--- config.mk ---
export PLATFORM = sky130hd
export DESIGN_NAME = bvmx_queue
export DESIGN_NICKNAME = d
export VERILOG_FILES = /design/src/hw/rtl/bvmx_pkg.sv /design/src/hw/rtl/bvmx_queue.sv
export SDC_FILE = /design/constraint.sdc
export NUM_CORES = 1
export LEC_CHECK = 0
export ABC_AREA = 1
export BUFFER_PORTS_ARGS = -buffer_cell sky130_fd_sc_hd__buf_2
export CORE_MARGIN = 3
export CORE_UTILIZATION = 26
export CTS_BUF_LIST = sky130_fd_sc_hd__clkbuf_2
export CTS_CLUSTER_SIZE = 30
export DETAILED_ROUTE_END_ITERATION = 12
export PLACE_DENSITY_LB_ADDON = 0.25
export SLEW_MARGIN = 40
export SYNTH_ARGS = -nofsm -noshare
export SYNTH_HDL_FRONTEND = slang
export SYNTH_SLANG_ARGS = --single-unit
export TNS_END_PERCENT = 10
--- constraint.sdc ---
create_clock -name aclk -period 2.3 [get_ports aclk]
set_input_delay 0.23 -clock aclk [delete_from_list [all_inputs] [get_ports aclk]]
set_output_delay 0.23 -clock aclk [all_outputs]
set_load 0.05 [all_outputs]
--- src/hw/rtl/bvmx_pkg.sv ---
// Shared opcodes, decoded-instruction type and result codes for the bytecode execute unit.
package bvmx_pkg;

    localparam int IN_W  = 32;
    localparam int OUT_W = 64;

    localparam logic [7:0] OP_HALT  = 8'h00;
    localparam logic [7:0] OP_LOAD  = 8'h10;
    localparam logic [7:0] OP_STORE = 8'h20;
    localparam logic [7:0] OP_MOVE  = 8'h30;
    localparam logic [7:0] OP_PUTI  = 8'h40;
    localparam logic [7:0] OP_ADD   = 8'h50;
    localparam logic [7:0] OP_SUB   = 8'h60;
    localparam logic [7:0] OP_GT    = 8'h70;
    localparam logic [7:0] OP_GE    = 8'h80;
    localparam logic [7:0] OP_EQ    = 8'h90;
    localparam logic [7:0] OP_ITE   = 8'ha0;
    localparam logic [7:0] OP_JUMP  = 8'hb0;
    localparam logic [7:0] OP_PUTS  = 8'hc0;
    localparam logic [7:0] OP_GETS  = 8'hd0;

    localparam logic [2:0] STAT_OK    = 3'd0;
    localparam logic [2:0] STAT_HALT  = 3'd1;
    localparam logic [2:0] STAT_HEAP  = 3'd2;
    localparam logic [2:0] STAT_BADOP = 3'd3;
    localparam logic [2:0] STAT_IO    = 3'd4;

    localparam int QUEUE_DEPTH = 4;
    localparam int QUEUE_AW    = $clog2(QUEUE_DEPTH);

    typedef enum logic [3:0] {
        K_HALT, K_LOAD, K_STORE, K_MOVE, K_PUTI, K_ADD, K_SUB,
        K_GT, K_GE, K_EQ, K_ITE, K_JUMP, K_IO, K_BAD
    } kind_t;

    // One classified instruction as it travels from the front end to the back end.
    typedef struct packed {
        kind_t      kind;
        logic [7:0] b1;
        logic [7:0] b2;
        logic [7:0] b3;
        logic [7:0] ra_idx;
        logic [7:0] rb_idx;
    } dec_t;

endpackage

--- src/hw/rtl/bvmx_queue.sv ---
// Short first-in first-out queue of decoded instructions between front and back ends.
module bvmx_queue
    import bvmx_pkg::*;
(
    input  logic aclk,
    input  logic aresetn,
    input  logic push,
    input  dec_t push_item,
    output logic full,
    input  logic pop,
    output logic valid,
    output dec_t head
);

    dec_t                entries_mem [QUEUE_DEPTH];
    logic [QUEUE_AW-1:0] wr_ptr_reg;
    logic [QUEUE_AW-1:0] rd_ptr_reg;
    logic [QUEUE_AW:0]   count_reg;

    assign full  = (count_reg == (QUEUE_AW+1)'(QUEUE_DEPTH));
    assign valid = (count_reg != '0);
    assign head  = entries_mem[rd_ptr_reg];

    always_ff @(posedge aclk) begin
        if (push) begin
            entries_mem[wr_ptr_reg] <= push_item;
        end
    end

    always_ff @(posedge aclk) begin
        if (!aresetn) begin
            wr_ptr_reg <= '0;
            rd_ptr_reg <= '0;
            count_reg  <= '0;
        end else begin
            if (push) begin
                wr_ptr_reg <= (wr_ptr_reg == QUEUE_AW'(QUEUE_DEPTH - 1)) ? '0 : wr_ptr_reg + 1'b1;
            end
            if (pop) begin
                rd_ptr_reg <= (rd_ptr_reg == QUEUE_AW'(QUEUE_DEPTH - 1)) ? '0 : rd_ptr_reg + 1'b1;
            end
            if (push && !pop) begin
                count_reg <= count_reg + 1'b1;
            end else if (pop && !push) begin
                count_reg <= count_reg - 1'b1;
            end
        end
    end

endmodule

=== After elaboration in Yosys (flattened, before gate mapping) ===
Memories as Yosys holds them, arrays and structs flattened. A register that Yosys moved wholly into a read port is not among the register bits.
Index checks and enable logic that the tools add are counted.
W data, S select, Z words.

* Flip-flop bits (word level): 7
* Latch bits: 0
* Bits in writable memories: 176
* ROM bits: 0
* Bits of input ports: 48
* Output and inout bits: 46
* Memories: 1

* $add $sub $neg: 4
* $mul: 0
* Div/mod/pow operators: 0
* Order comparisons: 0
* Equality and inequality tests: 3
* Shift operators: 0
* Mux-type cells: 8
* Bitwise logic cells: 0
* Reductions and logical operators: 6

{| class="wikitable"
|+ Memories
! memory !! words !! bits a word !! rd ports !! clocked after Yosys merged registers in !! write ports !! RTL line !! source
|-
| entries_mem || 4 || 44 || 1 || 1 || 1 || bvmx_queue.sv:15 || <nowiki>dec_t entries_mem [QUEUE_DEPTH];</nowiki>
|}

{| class="wikitable"
|+ Operators with widths
! kind !! number
|-
| $mux W2 || 4
|-
| $mux W3 || 2
|-
| $add A2 B1 Y2 const B || 2
|-
| $eq A2 B2 Y1 const B || 2
|-
| $add A3 B1 Y3 const B || 1
|-
| $eq A3 B3 Y1 const B || 1
|-
| $reduce_bool A3 Y1 || 1
|-
| $sub A3 B1 Y3 const B || 1
|-
| $logic_and A1 B1 Y1 || 2
|-
| $logic_not A1 Y1 || 2
|-
| $mux W1 || 2
|-
| $reduce_bool A2 Y1 || 1
|}

=== Depth between registers and ports, before layout ===
* Word-level depth: 4
* Mapped depth: 10

=== Worst setup path before layout ===
OpenSTA, ideal clock, no wires.

* Path kind: reg2reg
* Start: reg wr_ptr_reg[0]
* End: mem entries_mem[3][0] in the netlist's numbering, enable pin
* Library setup time: 0.398 ns
* Arrival time: 1.452 ns
* Required time: 1.902 ns
* Setup slack: 0.449 ns
* Cell stages (with the launch flop): 4
* Buffers on the path: 0
* Period minus slack after synthesis: 1.851 ns
* Path through: dfxtp_1 > ha_1 > nand2_1 > inv_1

{| class="wikitable"
|+ RTL lines
! item !! RTL line !! source
|-
| start: declaration || bvmx_queue.sv:16 || <nowiki>logic [QUEUE_AW-1:0] wr_ptr_reg;</nowiki>
|-
| start signal: assignment || bvmx_queue.sv:37 || <nowiki>wr_ptr_reg <= (wr_ptr_reg == QUEUE_AW'(QUEUE_DEPTH - 1)) ? '0 : wr_ptr_reg + 1'b1;</nowiki>
|-
| end: declaration || bvmx_queue.sv:15 ||
|}

No word-level cell before the write port.

==> reports/qor.yml <==
outcome: "complete, no violations"
setup_viol: 0
clk_pin_slew_ns: 0.30
period_minus_slack_ns: 2.263
pwr-share-clk: 0.228
root_buffer: "clkbuf_2"
drv_slew: 0
slew_headroom: 0.7050
layout_common_cells: "edfxtp_1, nor2_1, buf_2, o21ai_1, dlygate4sd3_1"
cts_buffers: 17
hpwlAfterDp_um: 9208
comb_power_share: 0.219
crit_fanout: 7
cts_tree: "yes"
multi_input_area_sq_um: 1436
crit_buf_inv: 3
clk_latency_ns: 0.75
cts_sinks: 185
worstSetupPathType: "reg2out"
grt_max_degree: 39
yosysSeqAreaShare: 0.7732
p_sw_frac: 0.3260
dieArea_sq_um: 29200
synth_top_area_frac: 0.7477
drt_iter0_drc: 252
postLayoutCellArea_sq_um: 9356
antenna_left: 0
grt_overflow: 0
synth_fp_nets: 540
total_power_mw: 7.031
std_cell_rows: 59
skew_ns: 0.04736
power_density_nw_per_um2: 751.5
syn_area_sq_um: 7068
core_area_sq_um: 26350
crit_path_top_delay_cell: "dfxtp_4"
ir_drop_v: 0.0002987
synth_area_leaders: "edfxtp_1, o21ai_0, nor2_1, o22ai_1, dfxtp_1"
place.gp.congestion: 0.7029
finalCritPeriodShare: 0.9841
seq_area_sq_um: 5470
cap_viol_max_count: 0
cts_buffer_depth: 2
gr-usage-all-layers: 0.1316
finalWirelength_um: 19100
intPower_mw: 4.739
area_delta_synth_final_pct: 32.38
hold_violations: 0
hp-class: "in2reg"
end_kind: "output pin"
cp.arrival_ns: 2.03
nets: 703
numPortBuffers: 93
drive_gt1_frac: 0.2995
htreeDepth: 4
required_ns: 2.07
fmax_mhz: 441.8
final_common_cell: "edfxtp_1"
ys_ff_latch: 185
via_count: 4541
p_switching_mw: 2.292
die_h_um: 170.9
start_util: 0.2682
die_w_um: 170.9
grt_pass1_wl_um: 28290
ys_types: 24
dr.pass1.iters: 4
drc: 0
nFillCells: 2539
path_delay_family: "buffers and inverters"
rsz0062_at_grt: "true"
vias_per_cell: 4.550
largest_register_ffs: 176
syn_inst: 485
tightest_slew_ns: 0.4425
syn_area_per_cell_sq_um: 14.57
grt_pass1_vias: 4759
wl_per_cell_um: 19.14
antenna_found_initial: 1
p_leak_nw: 3.326
whs_ns: 0.1979
synth_largest_area_cell: "edfxtp_1"
placed_cell_area_sq_um: 7934
ios: 94
cp-start-kind: "flop"
cp_cell_sequence: "buf_12 -> clkbuf_16 -> o21ai_0 -> o22ai_1 -> buf_4"
max_stage_delay_ns: 0.44
p_seq_frac: 0.553
yosys_warnings: 0
power groups by stage:
stage | clock network (mW) | logic [mW] | registers [mW]
floorplan | 0 | 0.824 | 3.95
global placement | 0 | 1.15 | 3.95
detailed placement | 0 | 1.17 | 3.96
CTS | 1.69 | 1.49 | 3.89
global route | 1.84 | 1.65 | 3.90
finish | 1.60 | 1.54 | 3.89
cell usage after synthesis:
cell type  count
xor2_1         1
nand2_1        9
o21ai_1        7
o22ai_2       10
nor3_1         3
nor2_2        10
nor2_1        87
a21oi_1        3
o21ai_0       84
inv_2          1
o22ai_1       34
dfxtp_1        9
nand3_1        1
ha_1           6
buf_2         18
fa_1           1
clkbuf_2       3
inv_1         14
buf_8          2
buf_6          3
nand4_1        1
edfxtp_1     176
buf_4          1
inv_6          1
layout make-up:
type / instances / area share
clock inverter: 15 / 0.01631
inverter: 16 / 0.009227
timing repair buffer: 168 / 0.1783
multi-input combinational: 257 / 0.1535
sequential: 185 / 0.5846
timing repair inverter: 3 / 0.003611
antenna: 2 / 0.0005349
clock buffer: 17 / 0.009093
tap: 335 / 0.04480
timing repair:
action | CTS | global route
cloned | 10 | 3
hold buffers | 48 | 0
pin swaps | 17 | 13
gates resized for setup | 104 | 51
hold endpoints to repair | 209 | 0
endpoints found under the setup margin | 44 | 44
setup buffers | 5 | 0
stage by stage:
stage | worst slack, ns | utilization | std cells | setup TNS (ns)
floorplan | 0.4493 | - | 485 | 0
global placement | 0.5244 | 0.3010 | 898 | 0
detailed placement | 0.5350 | 0.3010 | 898 | 0
CTS | -0.08140 | 0.3479 | 993 | -1.058
global route | -0.1183 | 0.3550 | 998 | -3.694
finish | 0.03665 | 0.3550 | 998 | 0
logic make-up after synthesis:
family                     share of synthesized area
AOI/OAI and AO/OA                             0.1144
xor gates and xnor gates                    0.001239
adders and majority gates                    0.01345
buffers and inverters                        0.03417
DFF                                           0.7732
and+or+nand+nor                              0.06355
path summary, 6_finish.rpt:
path / slack (ns) / to / start / cells past startpoint
max reg2reg: 0.52 / count_reg[2]$_SDFFE_PN0P_ / count_reg[0]$_SDFFE_PN0P_ / 7
min: 0.20 / entries_mem[3][29]$_DFFE_PP_ / push_item[29] / 2
max: 0.04 / head[20] / flop / 5
min reg2reg: 0.57 / flop / rd_ptr_reg[0]$_SDFFE_PN0P_ / 2
routing by layer:
layer / track usage / routed length [um]
met1: 0.1637 / 8524
met3: 0.02981 / 649
met2: 0.2301 / 9732
met5: 0 / 0
met4: 0.03779 / 197
(Power assumes the default switching activity.)
