**config.mk**
```make
export PLATFORM = sky130hd
export DESIGN_NAME = bvmx_front
export DESIGN_NICKNAME = d
export VERILOG_FILES = /design/src/hw/rtl/bvmx_pkg.sv /design/src/hw/rtl/bvmx_front.sv
export SDC_FILE = /design/constraint.sdc
export NUM_CORES = 1
export LEC_CHECK = 0
export BUFFER_PORTS_ARGS = -buffer_cell sky130_fd_sc_hd__buf_2
export CAP_MARGIN = 20
export CORE_MARGIN = 4
export CORE_UTILIZATION = 29
export DETAILED_ROUTE_END_ITERATION = 8
export PLACE_DENSITY = 0.85
export SLEW_MARGIN = 20
export SYNTH_ARGS = -nofsm -noshare
export SYNTH_HDL_FRONTEND = slang
export SYNTH_SLANG_ARGS = --single-unit
```
**constraint.sdc**
```tcl
create_clock -name vclk -period 1.2
set_input_delay 0.06 -clock vclk [all_inputs]
set_output_delay 0.06 -clock vclk [all_outputs]
set_load 0.005 [all_outputs]
```
**src/hw/rtl/bvmx_pkg.sv**
```systemverilog
// Shared opcodes, decoded-instruction type and result codes for the bytecode execute unit.
package bvmx_pkg;

    localparam int IN_W  = 32;
    localparam int OUT_W = 64;

    localparam logic [7:0] OP_HALT  = 8'h00;
    localparam logic [7:0] OP_LOAD  = 8'h10;
    localparam logic [7:0] OP_STORE = 8'h20;
    localparam logic [7:0] OP_MOVE  = 8'h30;
    localparam logic [7:0] OP_PUTI  = 8'h40;
    localparam logic [7:0] OP_ADD   = 8'h50;
    localparam logic [7:0] OP_SUB   = 8'h60;
    localparam logic [7:0] OP_GT    = 8'h70;
    localparam logic [7:0] OP_GE    = 8'h80;
    localparam logic [7:0] OP_EQ    = 8'h90;
    localparam logic [7:0] OP_ITE   = 8'ha0;
    localparam logic [7:0] OP_JUMP  = 8'hb0;
    localparam logic [7:0] OP_PUTS  = 8'hc0;
    localparam logic [7:0] OP_GETS  = 8'hd0;

    localparam logic [2:0] STAT_OK    = 3'd0;
    localparam logic [2:0] STAT_HALT  = 3'd1;
    localparam logic [2:0] STAT_HEAP  = 3'd2;
    localparam logic [2:0] STAT_BADOP = 3'd3;
    localparam logic [2:0] STAT_IO    = 3'd4;

    localparam int QUEUE_DEPTH = 4;
    localparam int QUEUE_AW    = $clog2(QUEUE_DEPTH);

    typedef enum logic [3:0] {
        K_HALT, K_LOAD, K_STORE, K_MOVE, K_PUTI, K_ADD, K_SUB,
        K_GT, K_GE, K_EQ, K_ITE, K_JUMP, K_IO, K_BAD
    } kind_t;

    // One classified instruction as it travels from the front end to the back end.
    typedef struct packed {
        kind_t      kind;
        logic [7:0] b1;
        logic [7:0] b2;
        logic [7:0] b3;
        logic [7:0] ra_idx;
        logic [7:0] rb_idx;
    } dec_t;

endpackage

```
**src/hw/rtl/bvmx_front.sv**
```systemverilog
// Front end: accepts instruction words and classifies them into decoded entries.
module bvmx_front
    import bvmx_pkg::*;
(
    input  logic            s_tvalid,
    output logic            s_tready,
    input  logic [IN_W-1:0] s_tdata,   // instr_word[31:0]
    input  logic            hold,
    input  logic            q_full,
    output logic            push,
    output dec_t            item
);

    logic [7:0] opcode;

    assign opcode   = s_tdata[7:0];
    assign s_tready = !q_full && !hold;
    assign push     = s_tvalid && s_tready;

    always_comb begin
        item.b1     = s_tdata[15:8];
        item.b2     = s_tdata[23:16];
        item.b3     = s_tdata[31:24];
        item.ra_idx = s_tdata[23:16];
        item.rb_idx = s_tdata[31:24];
        item.kind   = K_BAD;
        unique case (opcode) inside
            OP_HALT:  item.kind = K_HALT;
            OP_LOAD:  item.kind = K_LOAD;
            OP_STORE: begin
                // The address comes from B1 and the stored byte from B2.
                item.kind   = K_STORE;
                item.ra_idx = s_tdata[15:8];
                item.rb_idx = s_tdata[23:16];
            end
            OP_MOVE:  item.kind = K_MOVE;
            OP_PUTI:  item.kind = K_PUTI;
            OP_ADD:   item.kind = K_ADD;
            OP_SUB:   item.kind = K_SUB;
            OP_GT:    item.kind = K_GT;
            OP_GE:    item.kind = K_GE;
            OP_EQ:    item.kind = K_EQ;
            OP_ITE: begin
                item.kind   = K_ITE;
                item.ra_idx = s_tdata[15:8];
            end
            OP_JUMP:  item.kind = K_JUMP;
            OP_PUTS, OP_GETS: item.kind = K_IO;
            default:  item.kind = K_BAD;
        endcase
    end

endmodule

```
Yosys cells after proc, flatten, opt, wreduce, memory -nomap -nowiden
Index checks and enable logic that the tools add are counted.
{ "op_classes": {"n_lt_le_gt_ge": 0, "mux": 3, "div": 0, "multipliers": 0, "eq_ne": 13, "addsub": 0, "shift": 0, "bitwise_logic": 0, "n_reduce_logical": 7} }
{ "ops": {"columns": ["operator", "n"], "rows": [
  ["4-bit case mux with 13 select lines", 1],
  ["8-bit == test (second input constant)", 6],
  ["8-bit by 7-bit == test with 1-bit output (second input constant)", 4],
  ["8-bit by 6-bit == test with 1-bit output (second input constant)", 2],
  ["8-bit 2-to-1 mux", 2],
  ["8-bit by 5-bit == test with 1-bit output (second input constant)", 1],
  ["8-bit logical NOT", 1],
  ["2-bit OR reduction", 2],
  ["1-bit logical AND", 2],
  ["1-bit logical NOT", 2]
]} }
{ "totals": {"regBits": 0, "wordCells": 23, "ram_bits": 0, "latch_bits": 0, "mem_bits_ro": 0, "output_inout_bits": 46, "memories": 0} }

Logic depth before layout (Yosys ltp)
Gate-level depths: netlist of run 1.
{ "depth": {"word_depth": 3, "depth_mapped": 3, "mapped_depth_nobuf": 3} }

Worst setup path before layout of run 1
No wires, ideal clock.
{ "synth_path": {"path_kind": "input -> output", "startpoint": "input s_tdata[1]", "endpoint": "output item[10] (netlist bit)", "slack_ps": 126, "t_arrival_ps": 1014, "path_stages": 3, "required_time_ps": 1140, "path_cell_list": "nor4_4 nand3_2 mux2_2"} }
{ "synth_rtl": {"columns": ["item", "line", "source"], "rows": [
  ["from (decl)", "bvmx_front.sv:7", "input logic [IN_W-1:0] s_tdata,"],
  ["to (decl)", "bvmx_front.sv:11", "output dec_t item"]
]} }

==> results.yml, run 1 <==
run_status:
  status: "complete, but fails checks"
  violations: "setup timing"
critical_path:
  cp.depth: 5
  crit_top_cell: "buf_6"
  path_cells: "buf_6 > nor4_4 > nand4b_4 > mux2_4 > buf_6"
  required_ns: 1.14
  cpMaxStageDelayCell: "nor4_4"
  critPathArrivalTime_ns: 1.24
  endpoint_kind: "output port"
  crit_buf_inv: 2
  path_class: "in2out"
  cpLargestDelayFamily: "simple AND/OR/NAND/NOR gates"
  startpoint_type: "input port"
  startpoint: "s_tdata[0]"
  cpPeakStageDelay_ns: 0.37
  crit_path_end: "item[4]"
  cp_max_fo: 8
layout:
  num-fill-cells: 157
  stdcell_area_sq_um: 775.7
  area_delta_synth_final_pct: 65.33
  finalNetCount: 150
  nClkBuffers: 0
  num_antenna_cells: 0
  register_area_sq_um: 0
  layout_common_cells: "buf_2, mux2_2, buf_6"
  final_common_cell: "buf_2"
  multiInputGateArea_sq_um: 292.8
  drive_gt1_share_pct: 92.04
  design.seq.count: 0
drt:
  ant_nets: 0
  wl_per_cell_microns: 12.63
  vias: 574
  first_pass_iters: 3
  wl_mm: 1.629
  first_iter_violations: 1
  drc: 0
  via_per_inst: 4.450
timing:
  setup_tns_ns: -1.057
  setup_violations: 16
  hold_viol_final: 0
  fin_crit_sh_pct: 108.5
  drv_slew: 0
  min_period_ns: 1.302
  whs_ns: 0.2997
  slew_headroom_pct: 77.48
  worst_slew_pin_slew_ns: 0.3353
  setup_ws_ns: -0.1020
  timing.fmax_mhz: 768.0
  rsz0062_at_grt: "true"
logic_synthesis:
  post_synth_num_cell_types: 11
  yosys_warnings: 0
  syn_area_sq_um: 469.2
  synthCells: 53
  synthesis.nets: 88
  yosysSeqAreaShare_pct: 0
  synth_area_per_cell_sq_um: 8.853
clocking:
  holdBufCountCts: 0
floorplanning:
  die_w_microns: 48.23
  core_sq_mm: 0.001524
  ios: 81
  rows: 14
  die_h_microns: 48.23
  dieArea_sq_mm: 0.002326
  initial_core_util_pct: 30.79
global_routing:
  grt_start_max_net_pins: 9
  overflow: 0
  grt_pass1_wl_mm: 2.270
  antenna_found_initial: 0
  grt_pass1_vias: 553
  gr-usage-all-layers_pct: 13.05
pwr:
  clockPowerShare_pct: 0
  ir_drop_mv: 0.1209
  pwr-share-comb_pct: 100.0
  power.internal_mw: 0.1319
  power.switching_mw: 0.08709
  powerDensity_mw_per_mm2: 282.3
  leakagePower_nw: 0.4603
  p_sw_share_pct: 39.77
  power_frac_seq_pct: 0
run:
  maxCapViolCount: 0
placed_design:
  dp_hpwl_mm: 1.497
  place_area_sq_um: 737.0
  dp_slack_ns: -0.1820
  port_buffers: 81
  gp_congestion: 0.8158
worst_hold_path:
  min_path_type: "in2out"
==> final cells by class <==
cell class	count	area share [%]
tap	16	2.581
timing repair buffer	84	59.68
multi-input combinational	29	37.74
==> power by group through the flow <==
stage / clock network, mW / logic (mW) / registers [mW]
2_1_floorplan: 0 / 0.113 / 0
3_3_place_gp: 0 / 0.204 / 0
3_5_place_dp: 0 / 0.209 / 0
4_1_cts: 0 / 0.220 / 0
5_1_grt: 0 / 0.244 / 0
6_report: 0 / 0.219 / 0
==> routing by layer <==
layer	global-route usage (%)	wire [microns]	vias up
met4	2.151	0	0
met1	16.09	490	261
met2	23.96	962	32
li1	-	-	281
met3	1.845	176	0
met5	0	0	-
==> stage by stage <==
step / std cells / power, mW / util (%)
floorplan: 53 / 0.1129 / -
global placement: 129 / 0.2043 / 48.36
CTS: 130 / 0.2196 / 50.82
global route: 129 / 0.2442 / 50.90
detailed placement: 129 / 0.2090 / 48.36
finish: 129 / 0.2190 / 50.90
==> how the worst min path moves through the flow <==
| stage | startpoint | end | slack (ns) | cells after the start |
|---|---|---|---|---|
| 2_1_floorplan | q_full | s_tready | 0.15 | 1 |
| 4_1_cts | s_tdata[11] | item[35] | 0.30 | 2 |
| 3_3_place_gp | s_tdata[13] | item[37] | 0.30 | 2 |
| 3_5_place_dp | s_tdata[11] | item[35] | 0.30 | 2 |
| 6_report | s_tdata[11] | item[35] | 0.30 | 2 |
| 5_1_grt | s_tdata[29] | item[21] | 0.31 | 2 |
==> synthesized netlist by cell type <==
cell type	count	area, sq um
nand3_1	2	10.01
and2_1	1	6.260
buf_4	24	180.2
nor4_4	1	21.27
or2b_1	2	15.01
and3_2	1	7.510
mux2_2	16	180.2
nand4b_4	1	23.77
nand3_2	1	10.01
nor2_1	2	7.510
nand2_1	2	7.510
==> repair_timing <==
action	CTS	global route
buffers inserted	1	0
endpoints found under the setup margin	16	18
resized for setup	6	2
pin swaps	3	2
==> logic make-up after synthesis <==
group	after synthesis	share of synthesized area, %
buffers and inverters	24	38.40
multiplexers	16	38.40
AND/OR/NAND/NOR	13	23.20
Power figures use the tool's default switching activity.
==> run 2: changes to the inputs <==
==> constraint.sdc (replaced) <==
create_clock -name vclk -period 1.2
set_input_delay 0.06 -clock vclk [all_inputs]
set_output_delay 0.06 -clock vclk [all_outputs]
set_load 0.01 [all_outputs]
==> run 2 against run 1 <==
The run still ends with setup timing left. Non-clock buffer count is the same. Cell count did not move. Via count grew 2.6%. Largest power group unchanged. Combinational power up 21%. Critical endpoint is now item[2]. Global-route usage rose by 0.45 points.
==> results.yml, run 2 (synthesized netlist as in run 1, its figures left out) <==
worst_hold_path:
  min_path_type: "in2out"
  hold_path_depth: 2
global_routing:
  grt_start_max_net_pins: 9
  gr-usage-all-layers_pct: 13.50
  grt_pass1_vias: 589
  overflow: 0
  antenna_found_initial: 0
  grt_pass1_wl_mm: 2.359
critical_path:
  required_ns: 1.14
  cp_max_fo: 8
  crit_path_end: "item[2]"
  endpoint_kind: "output port"
  startpoint_type: "input port"
  critPathArrivalTime_ns: 1.27
  startpoint: "s_tdata[0]"
  path_class: "in2out"
floorplanning:
  die_h_microns: 48.23
  core_sq_mm: 0.001524
  ios: 81
  dieArea_sq_mm: 0.002326
  die_w_microns: 48.23
  rows: 14
  initial_core_util_pct: 30.79
drt:
  ant_nets: 0
  first_pass_iters: 2
  via_per_inst: 4.566
  first_iter_violations: 2
  wl_per_cell_microns: 13.19
  vias: 589
  drc: 0
  wl_mm: 1.701
timing:
  rsz0062_at_grt: "true"
  setup_violations: 16
  slew_headroom_pct: 76.79
  timing.fmax_mhz: 752.3
  fin_crit_sh_pct: 110.8
  worst_slew_pin_slew_ns: 0.3455
  min_period_ns: 1.329
  hold_viol_final: 0
  setup_tns_ns: -1.436
  whs_ns: 0.3181
  drv_slew: 0
  setup_ws_ns: -0.1292
run:
  maxCapViolCount: 0
run_status:
  violations: "setup timing"
  status: "complete, but fails checks"
pwr:
  ir_drop_mv: 0.1643
  leakagePower_nw: 0.4730
  p_total_mw: 0.2665
  powerDensity_mw_per_mm2: 327.6
layout:
  register_area_sq_um: 0
  drive_gt1_share_pct: 92.04
  fin_util_pct: 53.37
  layout_common_cells: "buf_2, mux2_2, buf_6"
  final_common_cell: "buf_2"
  design.seq.count: 0
  num-fill-cells: 165
  nClkBuffers: 0
  stdcell_area_sq_um: 813.3
  area_delta_synth_final_pct: 73.33
  num_antenna_cells: 0
  finalNetCount: 150
placed_design:
  place_area_sq_um: 737.0
  gp_congestion: 0.8162
  dp_hpwl_mm: 1.507
  port_buffers: 81
[run 2: cell counts in the layout (fill, tap and decap cells not counted)]
No cell type changed its count.
[run 2: stage by stage]
step / worst slack, ns / cells
final: -0.1292 / 129
after global routing: -0.1859 / 129
after CTS: -0.1233 / 129
after detailed placement: -0.1957 / 129
after global placement: -0.1698 / 129
after floorplan: 0.1055 / 53
[run 2: worst max-delay path, stage by stage]
cell and delay, ns:
buf_6 0.10, nor4_4 0.38, nand4b_4 0.25, mux2_4 0.36
buf_6 0.12
[run 2: what timing repair did]
item,4_1_cts,5_1_grt
gates resized for setup,13,0
endpoints found under the setup margin,18,18
hold buffers,0,0
pin swaps,3,2
buffers inserted,1,1
[run 2: cell type report]
type                       count  area [sq um]  area share, %
timing repair buffer          84         500.5          61.54
multi-input combinational     29         292.8          36.00
tap                           16         20.02          2.462
[run 2: how the worst min path moves through the flow]
stage | slack [ns] | from | end
floorplan | 0.17 | q_full | s_tready
global placement | 0.32 | s_tdata[13] | item[37]
detailed placement | 0.32 | s_tdata[15] | item[39]
CTS | 0.32 | s_tdata[15] | item[39]
global route | 0.33 | s_tdata[30] | item[22]
finish | 0.32 | s_tdata[15] | item[39]
[run 2: routing by layer]
| metal | track usage, % | up-vias | wire, microns |
|---|---|---|---|
| met5 | 0 | - | 0 |
| met4 | 2.151 | 0 | 0 |
| met3 | 1.476 | 0 | 177 |
| met2 | 26.04 | 35 | 1000 |
| met1 | 15.87 | 273 | 523 |
| li1 | - | 281 | - |
[run 2: report_power, final]
group / internal [mW] / leakage (nW) / switching [mW]
sequential: 0 / 0 / 0
clock: 0 / 0 / 0
combinational: 0.146 / 0.473 / 0.120
total: 0.146 / 0.473 / 0.120
==> run 3: changes to the inputs <==
--- a/config.mk
+++ b/config.mk
@@ -8,9 +8,9 @@
 export BUFFER_PORTS_ARGS = -buffer_cell sky130_fd_sc_hd__buf_2
 export CAP_MARGIN = 20
 export CORE_MARGIN = 4
-export CORE_UTILIZATION = 29
+export CORE_UTILIZATION = 31
 export DETAILED_ROUTE_END_ITERATION = 8
-export PLACE_DENSITY = 0.85
+export PLACE_DENSITY = 0.9
 export SLEW_MARGIN = 20
 export SYNTH_ARGS = -nofsm -noshare
 export SYNTH_HDL_FRONTEND = slang
==> constraint.sdc (replaced) <==
create_clock -name vclk -period 1.6
set_input_delay 0.08 -clock vclk [all_inputs]
set_output_delay 0.08 -clock vclk [all_outputs]
set_load 0.01 [all_outputs]
==> run 3 against run 2 <==
The flow now finishes without violations. Global-route usage shrank 1.1 points. Hold slack gained 0.039 ns. Combinational power shrank 34%. Via count shrank 4.6%. Clock-buffer cell count is the same. Worst setup slack gained 0.25 ns. Critical endpoint is now item[1].
==> results.yml, run 3 (synthesized netlist as in run 1, its figures left out) <==
layout:
  area_delta_synth_final_pct: 53.60
  nClkBuffers: 0
  layout_common_cells: "buf_2, mux2_2"
  register_area_sq_um: 0
  final_common_cell: "buf_2"
  finalNetCount: 147
  drive_gt1_share_pct: 91.82
  num_antenna_cells: 0
  multiInputGateArea_sq_um: 296.5
  fin_util_pct: 52.75
  design.seq.count: 0
  num-fill-cells: 139
drt:
  wl_per_cell_microns: 12.14
  first_iter_violations: 0
  vias: 562
  ant_nets: 0
  first_pass_iters: 1
  wl_mm: 1.517
  via_per_inst: 4.496
  drc: 0
worst_hold_path:
  min_path_type: "in2out"
critical_path:
  endpoint_kind: "output port"
  crit_top_cell: "buf_2"
  startpoint_type: "input port"
  crit_buf_inv: 2
  required_ns: 1.52
  cpMaxStageDelayCell: "nor4_4"
  path_class: "in2out"
  cpPeakStageDelay_ns: 0.50
  path_cells: "buf_2 > nor4_4 > nand4b_4 > mux2_2 > buf_2"
  critPathArrivalTime_ns: 1.40
  cpLargestDelayFamily: "simple AND/OR/NAND/NOR gates"
  cp_max_fo: 8
clocking:
  holdBufCountCts: 0
pwr:
  powerDensity_mw_per_mm2: 243.2
  leakagePower_nw: 0.4416
  ir_drop_mv: 0.1274
floorplanning:
  initial_core_util_pct: 34.34
  dieArea_sq_mm: 0.002200
  rows: 13
  ios: 81
  die_w_microns: 46.91
  die_h_microns: 46.91
  core_sq_mm: 0.001366
timing:
  slew_headroom_pct: 66.95
  setup_violations: 0
  worst_slew_pin_slew_ns: 0.4920
  drv_slew: 0
  rsz0062_at_grt: "false"
  setup_tns_ns: 0
  fin_crit_sh_pct: 92.73
  timing.fmax_mhz: 674.0
  min_period_ns: 1.484
  hold_viol_final: 0
run_status:
  status: "finished, final reports clean"
placed_design:
  port_buffers: 81
  dp_hpwl_mm: 1.396
  gp_congestion: 0.7886
global_routing:
  antenna_found_initial: 0
  overflow: 0
  grt_pass1_wl_mm: 2.104
  grt_start_max_net_pins: 9
  gr-usage-all-layers_pct: 12.42
  grt_pass1_vias: 535
run:
  maxCapViolCount: 0
[run 3: metrics by stage]
step | power (mW) | setup WS [ns] | std cells | hold WS (ns) | cell area, sq um
4_1_cts | 0.1768 | 0.06192 | 125 | 0.3573 | 713.2
5_1_grt | 0.1924 | 0.02607 | 125 | 0.3651 | 720.7
3_5_place_dp | 0.1763 | 0.06469 | 125 | 0.3573 | 713.2
2_1_floorplan | 0.1086 | 0.4655 | 53 | 0.2075 | 469.2
3_3_place_gp | 0.1721 | 0.1318 | 125 | 0.3554 | 713.2
6_report | 0.1753 | 0.1163 | 125 | 0.3566 | 720.7
[run 3: worst paths after layout]
| check | to | slack, ns | start | cells after the start |
|---|---|---|---|---|
| hold / removal | item[16] | 0.36 | s_tdata[24] | 2 |
| setup / recovery | item[1] | 0.12 | s_tdata[2] | 5 |
[run 3: metal layers]
metal / wire length, microns / track usage, % / vias to the layer above
li1: - / - / 281
met1: 443 / 11.24 / 241
met2: 874 / 29.54 / 40
met3: 200 / 0.7663 / 0
met4: 0 / 0 / 0
met5: 0 / 0 / -
[run 3: cell type report]
cell class | instances | share of cell area [%]
Timing Repair Buffer | 81 | 56.25
Multi-Input combinational cell | 29 | 41.15
Tap cell | 15 | 2.604
[run 3: power breakdown]
part	switching [mW]	total [mW]	leakage, nW	internal, mW
clock network	0	0	0	0
registers	0	0	0	0
logic	0.0859	0.175	0.442	0.0894
total	0.0859	0.175	0.442	0.0894
[run 3: repair_timing]
action                                  4_1_cts  5_1_grt
resized for setup                             0        1
endpoints found under the setup margin        0        8
buffers inserted                              0        0
